==> src/hdl/group_by_aggregate_table_assert.svh <==
// assertion helpers for the group-by table datapath
`ifndef GROUP_BY_AGGREGATE_TABLE_ASSERT_SVH
`define GROUP_BY_AGGREGATE_TABLE_ASSERT_SVH

// plain property checked on every clock out of reset
`define GBAT_CHECK(lbl, prop, msg) \
  lbl: assert property (@(posedge clk) disable iff (!rst_n) (prop)) else $error(msg);

// condition in this cycle implies a result in the next one
`define GBAT_CHECK_NEXT(lbl, cond, expr, msg) \
  lbl: assert property (@(posedge clk) disable iff (!rst_n) (cond) |=> (expr)) \
    else $error(msg);

`endif

==> src/hdl/gbat_pkg.sv <==
package gbat_pkg;

  localparam int KEY_W = 64;
  localparam int SLOTS = 4;

  localparam logic [1:0] ST_GROUP = 2'd0;
  localparam logic [1:0] ST_NULL  = 2'd1;
  localparam logic [1:0] ST_FULL  = 2'd2;
  localparam logic [1:0] ST_EMPTY = 2'd3;

  localparam logic [1:0] KIND_COUNT = 2'd0;
  localparam logic [1:0] KIND_SUM   = 2'd1;
  localparam logic [1:0] KIND_MIN   = 2'd2;
  localparam logic [1:0] KIND_MAX   = 2'd3;

  localparam logic [1:0] REG_KEY_COUNT = 2'd0;
  localparam logic [1:0] REG_AGG_COUNT = 2'd1;
  localparam logic [1:0] REG_AGG_KINDS = 2'd2;

  typedef struct packed {
    logic       cap_in;
    logic       idx_clr;
    logic       idx_inc;
    logic       key_rd;
    logic       miss_add;
    logic       hit_from_idx;
    logic       acc_rd_hit;
    logic       acc_rd_idx;
    logic       acc_upd;
    logic       emit_err;
    logic [1:0] err_code;
    logic       emit_row;
    logic       drain_clr;
  } cmd_t;

  typedef struct packed {
    logic is_drain;
    logic null_key;
    logic cnt_zero;
    logic full;
    logic key_match;
    logic idx_last;
    logic out_free;
  } sts_t;

endpackage

==> src/hdl/gbat_ctrl.sv <==
module gbat_ctrl (
  input  logic          clk,
  input  logic          rst_n,
  input  logic          in_valid,
  output logic          in_stall,
  input  gbat_pkg::sts_t sts,
  output gbat_pkg::cmd_t cmd
);

  typedef enum logic [9:0] {
    S_IDLE   = 10'b0000000001,
    S_DECODE = 10'b0000000010,
    S_RDKEY  = 10'b0000000100,
    S_CMP    = 10'b0000001000,
    S_MISS   = 10'b0000010000,
    S_ACCRD  = 10'b0000100000,
    S_UPD    = 10'b0001000000,
    S_EMIT   = 10'b0010000000,
    S_DRD    = 10'b0100000000,
    S_DOUT   = 10'b1000000000
  } state_t;

  state_t state_r, state_nxt;
  logic [1:0] err_r, err_nxt;

  assign in_stall = (state_r != S_IDLE);

  always_comb begin
    state_nxt = state_r;
    err_nxt   = err_r;
    cmd       = '0;
    cmd.err_code = err_r;
    case (state_r)
      S_IDLE: begin
        if (in_valid) begin
          cmd.cap_in  = 1'b1;
          cmd.idx_clr = 1'b1;
          state_nxt   = S_DECODE;
        end
      end
      S_DECODE: begin
        if (sts.is_drain) begin
          if (sts.cnt_zero) begin
            err_nxt   = gbat_pkg::ST_EMPTY;
            state_nxt = S_EMIT;
          end else begin
            state_nxt = S_DRD;
          end
        end else if (sts.null_key) begin
          err_nxt   = gbat_pkg::ST_NULL;
          state_nxt = S_EMIT;
        end else if (sts.cnt_zero) begin
          state_nxt = S_MISS;
        end else begin
          state_nxt = S_RDKEY;
        end
      end
      S_RDKEY: begin
        cmd.key_rd = 1'b1;
        state_nxt  = S_CMP;
      end
      S_CMP: begin
        if (sts.key_match) begin
          cmd.hit_from_idx = 1'b1;
          state_nxt = S_ACCRD;
        end else if (sts.idx_last) begin
          state_nxt = S_MISS;
        end else begin
          cmd.idx_inc = 1'b1;
          state_nxt = S_RDKEY;
        end
      end
      S_MISS: begin
        if (sts.full) begin
          err_nxt   = gbat_pkg::ST_FULL;
          state_nxt = S_EMIT;
        end else begin
          cmd.miss_add = 1'b1;
          state_nxt = S_ACCRD;
        end
      end
      S_ACCRD: begin
        cmd.acc_rd_hit = 1'b1;
        state_nxt = S_UPD;
      end
      S_UPD: begin
        cmd.acc_upd = 1'b1;
        state_nxt = S_IDLE;
      end
      S_EMIT: begin
        if (sts.out_free) begin
          cmd.emit_err = 1'b1;
          state_nxt = S_IDLE;
        end
      end
      S_DRD: begin
        cmd.key_rd     = 1'b1;
        cmd.acc_rd_idx = 1'b1;
        state_nxt = S_DOUT;
      end
      S_DOUT: begin
        if (sts.out_free) begin
          cmd.emit_row = 1'b1;
          if (sts.idx_last) begin
            cmd.drain_clr = 1'b1;
            state_nxt = S_IDLE;
          end else begin
            cmd.idx_inc = 1'b1;
            state_nxt = S_DRD;
          end
        end
      end
      default: begin
        state_nxt = S_IDLE;
      end
    endcase
  end

  always_ff @(posedge clk) begin
    if (!rst_n) begin
      state_r <= S_IDLE;
      err_r   <= gbat_pkg::ST_GROUP;
    end else begin
      state_r <= state_nxt;
      err_r   <= err_nxt;
    end
  end

endmodule

==> config.mk <==
export PLATFORM = sky130hd
export DESIGN_NAME = gbat_ctrl
export DESIGN_NICKNAME = d
export VERILOG_FILES = /design/src/hdl/group_by_aggregate_table_assert.svh /design/src/hdl/gbat_pkg.sv /design/src/hdl/gbat_ctrl.sv
export SDC_FILE = /design/constraint.sdc
export NUM_CORES = 1
export LEC_CHECK = 0
export ABC_AREA = 0
export ABC_CLOCK_PERIOD_IN_PS = 2000
export BUFFER_PORTS_ARGS = -buffer_cell sky130_fd_sc_hd__buf_2
export CORE_MARGIN = 10
export CORE_UTILIZATION = 49
export CTS_CLUSTER_SIZE = 8
export DETAILED_ROUTE_END_ITERATION = 16
export PLACE_DENSITY = 0.75
export SLEW_MARGIN = 15
export SYNTH_ARGS = -nofsm -noshare
export SYNTH_HDL_FRONTEND = slang
export SYNTH_SLANG_ARGS = --single-unit
==> constraint.sdc <==
create_clock -name clk -period 2 [get_ports clk]
set_input_delay 0.1 -clock clk [delete_from_list [all_inputs] [get_ports clk]]
set_output_delay 0.1 -clock clk [all_outputs]
set_load 0.03 [all_outputs]
* Yosys cells after proc, flatten, opt, wreduce, memory -nomap -nowiden *
Cells that the tools add are included.

word-level totals
  output and inout port bits = 15
  input bits = 10
  word-level logic and storage cells = 59
  bits in registers = 12

cells by class
  muxes and demuxes = 36
  reduce and logical (&&, ||, !) cells = 4
  equality and inequality tests = 17

operator list
  kind                  count
  $pmux 10 s9           1
  $mux 10               6
  $mux 9                2
  $mux 2                8
  $mux 1                14
  $eq 10x1->1 const B   1
  $eq 10x10->1 const B  1
  $eq 10x2->1 const B   1
  $eq 10x3->1 const B   1
  $eq 10x4->1 const B   1
  $eq 10x5->1 const B   1
  $eq 10x6->1 const B   1
  $eq 10x7->1 const B   1
  $eq 10x8->1 const B   1
  $eq 10x9->1 const B   1
  $mux 5                2
  $ne 10x1->1 const B   1
  $mux 8                1
  $ne 2x2->1 const B    4
  $ne 3x3->1 const B    2
  $pmux 2 s2            1
  $reduce_and 4->1      1
  $reduce_and 3->1      1
  $pmux 1 s2            1
  other kinds (2)       2

* Longest topological paths before layout *
  depth after elaboration = 4
  mapped depth = 6

* Worst setup path before layout *
OpenSTA, ideal clock, no wires.

  path type = reg2out
  start point = register state_r[4]
  end point = output port cmd[10] in the netlist's numbering
  cell stages (with the launch flop) = 4
  path buffers = 0
  data arrival time = 1956 ps
  slack = -56 ps
  path through = dfxtp_1 -> nor4_1 -> nand2b_1 -> nor4_1

RTL lines
  item                      line              RTL
  start: declaration        gbat_ctrl.sv:23   state_t state_r, state_nxt;
  start signal: assignment  gbat_ctrl.sv:124  state_r <= state_nxt;
  end: declaration          gbat_ctrl.sv:7    output gbat_pkg::cmd_t cmd

==> impl_metrics.tcl <==
set metrics [dict create \
    numCtsBuffers 3 \
    wl_microns 2233 \
    globalplace.congestion 0.8001 \
    clk_pin_slew_ns 0.09 \
    clock_skew_ns 0.002017 \
    cp_max_fo 6 \
    finalCriticalPeriod_ns 1.940 \
    max_freq_mhz 515.5 \
    seq_area_sq_um 245.2 \
    crit_type "register to primary output" \
    synthMuxAreaShare_pct 0 \
    vdd_drop_max_mv 0.3690 \
    yosysUniqueCellTypes 35 \
    synth_xor_area_share_pct 2.141 \
    cts-root-buf "clkbuf_4" \
    min_period_over_period_pct 96.99 \
    vias_per_cell 5.940 \
    seq_area_frac_synth_pct 29.36 \
    num_antenna_cells 0 \
    slew_headroom_pct 75.34 \
    slowest_delay_ns 0.58 \
    met2_usage_pct 19.65 \
    rows 14 \
    first_iter_violations 32 \
    min_path_type "primary input to register" \
    yosysWarnings 0 \
    dr.pass1.iters 4 \
    use_met3_pct 4.175 \
    syn-cell-area_sq_um 818.3 \
    syn_avg_cell_area_sq_um 7.720 \
    seqPwrFrac_pct 42.8 \
    drive_gt1_share_pct 39.10 \
    ant_nets 0 \
    met1_usage_pct 16.02 \
    hp-start "rst_n" \
    clk_latency_ns 0.27 \
    num-fill-cells 130 \
    dpl.hpwl_microns 1733 \
    portBuffers 24 \
    timing.rr.start "state_r[8]" \
    antenna_found_initial 0 \
    comb_power_share_pct 23.5 \
    multiInputGateArea_sq_um 574.3 \
    dp_slack_ns 0.1802 \
    hold_viol 0 \
    end_kind "primary output" \
    rsz0062_at_grt "true" \
    required_ns 1.90 \
    finalMaxSlewViolations 0 \
    mappedNetlistNets 116 \
    dieArea_sq_mm 0.003705 \
    cp-start-kind "register" \
    die_w_microns 60.87 \
    synthSimpleGateAreaFrac_pct 43.43 \
    synthAdderAreaFrac_pct 0 \
    start_util_pct 53.08 \
    pin_count 25 \
    crit_family "simple AND/OR/NAND/NOR gates" \
    core_sq_mm 0.001541 \
    tritoncts "built" \
    first_global_vias 805 \
    design_area_sq_mm 0.001050 \
    cts.sinks 12 \
    intPower_mw 0.4119 \
    htree_levels 1 \
    grt_max_degree 12 \
    p_per_area_mw_per_mm2 573.4 \
    arrival_ns 1.84 \
    worstMarginPinSlew_ns 0.3665 \
    wire_per_inst_microns 14.99 \
    switching_share_pct 31.56 \
    cts_max_path_buffers 2 \
    p_switching_mw 0.1900 \
    grt-ovfl-total 0 \
    route.detailed.drc 0 \
    syn_inst 106 \
    cap_violations 0 \
    grtUsageTotal_pct 12.60 \
    vias 885 \
    reg2reg_slack_ns 0.22 \
    gr-max-usage-layer "met2" \
    path_cells "or4_4 -> nor2_2 -> and3_1 -> buf_2" \
    nets 144 \
    rr_worst_depth 6 \
    p_total_mw 0.6019 \
    die_h_microns 60.87 \
    place_area_sq_um 952.2 \
    synth_compound_area_share_pct 19.42 \
    hold_buffers 0 \
    status "finished clean" \
    grt_pass1_wl_microns 3629 \
    crit_buf_inv 1 \
    hold_end "state_r[5]" \
    slowest_stage "or4_4" \
    synth_top_family_by_area "simple AND/OR/NAND/NOR gates" \
    setup_viol 0 \
    p_leak_nw 0.4829 \
    syn2layout_area_growth_pct 28.29 \
    setup_ws_ns 0.06013 \
    hold_depth 2 \
    timing.rr.end "state_r[3]" \
    clock_power_share_pct 33.8 \
    ys_seq_elements 12 \
]
placed cells by master, fill, tap and decap left out, types with 2 or more instances in the layout:
cell type,synthesis,layout
o21a_1,3,3
clkbuf_4,0,4
xnor2_1,2,2
dfxtp_2,0,4
nor4_1,6,3
or4_4,2,3
buf_2,0,22
nor2_1,12,12
nor2b_1,5,5
dfxtp_1,12,8
and3_1,2,2
or2_2,2,2
a31oi_1,2,2
nor4_2,0,3
and4b_1,3,3
inv_1,5,5
nand2b_1,4,4
nand2_1,14,14
and2_1,2,2
o21ai_0,3,3
buf_4,2,5
a21oi_1,3,2
nand4b_1,3,3
o22a_1,2,2
flip-flops by register name (all words and copies together) (netlist names):
register	count
state_r	10
err_r	2
routing by layer:
metal | part of all wire [%] | routed length (microns) | up-vias
li1 | - | - | 441
met1 | 46 | 1031 | 405
met2 | 46 | 1032 | 37
met3 | 6.9 | 153 | 2
met4 | 0.72 | 16 | 0
met5 | 0 | 0 | -
synthesized netlist by cell type, drive strengths merged:
master	n	area [sq um]
a21boi	1	7.510
a21oi	3	15.01
a311oi	1	15.01
a31oi	2	12.51
and2	2	12.51
and3	2	12.51
and4b	3	30.03
buf	2	15.01
clkbuf	3	12.51
dfxtp	12	240.2
inv	5	18.77
nand2	14	52.55
nand2b	4	25.02
nand4	1	6.260
nand4b	3	26.28
nor2	13	51.30
nor2b	6	40.04
nor3	2	10.01
nor4	6	37.54
nor4b	1	8.760
o2111ai	1	8.760
o211a	1	10.01
o211ai	1	12.51
o21a	3	22.52
o21ai	3	15.01
o22a	2	17.52
o22ai	1	6.260
o311ai	1	16.27
or2	2	12.51
or4	3	30.03
xnor2	2	17.52
metrics by stage:
step	util [%]	TNS, ns	instances	hold slack, ns
after floorplan	-	0	106	0.2430
after global placement	61.77	0	143	0.4219
after detailed placement	61.77	0	143	0.4399
after CTS	66.07	0	149	0.1459
after global routing	68.10	-0.05473	149	0.1517
final	68.10	0	149	0.1443
what timing repair did:
action,CTS,global route
resized for setup,3,11
hold endpoints to repair,0,0
setup endpoints to repair,4,6
buffers inserted,2,0
pin swaps,2,3
worst reg2reg max path: cells and delay by family, from the launching register on:
kind	cells	cell delay, ns
compound gates	1	0.20
buf+inv	1	0.18
flops	1	0.37
simple gates	4	0.92
cell type report:
class | count | area share, %
inverters | 5 | 1.788
well taps | 16 | 1.907
flip-flops and latches | 12 | 23.36
repair buffers | 28 | 14.78
clock buffers | 4 | 3.456
multi-input cells | 84 | 54.71
worst max-delay path by stage:
stage / endpoint / cells past startpoint / from / slack, ns
6_report: cmd[12] / 4 / state_r[5] / 0.06
5_1_grt: cmd[11] / 5 / state_r[5] / -0.02
4_1_cts: cmd[11] / 5 / state_r[1] / 0.004
3_5_place_dp: cmd[11] / 5 / state_r[4] / 0.18
3_3_place_gp: cmd[11] / 5 / state_r[4] / 0.21
2_1_floorplan: cmd[11] / 5 / state_r[3] / 0.07
power by group through the flow:
stage	Sequential [mW]	Combinational, mW	Clock, mW
after floorplan	0.260	0.102	0
after global placement	0.261	0.135	0
after detailed placement	0.262	0.137	0
after CTS	0.256	0.140	0.209
after global routing	0.259	0.154	0.217
final	0.257	0.141	0.203
cells by family (layout without fill, tap and decap cells):
logic type | Yosys count | after routing
flip-flops | 12 | 12
AND/OR/NAND/NOR | 62 | 62
buffers and inverters | 10 | 37
AO/OA/AOI/OAI | 20 | 20
XOR/XNOR | 2 | 2
Note: power is estimated with default switching activity, not from simulation.
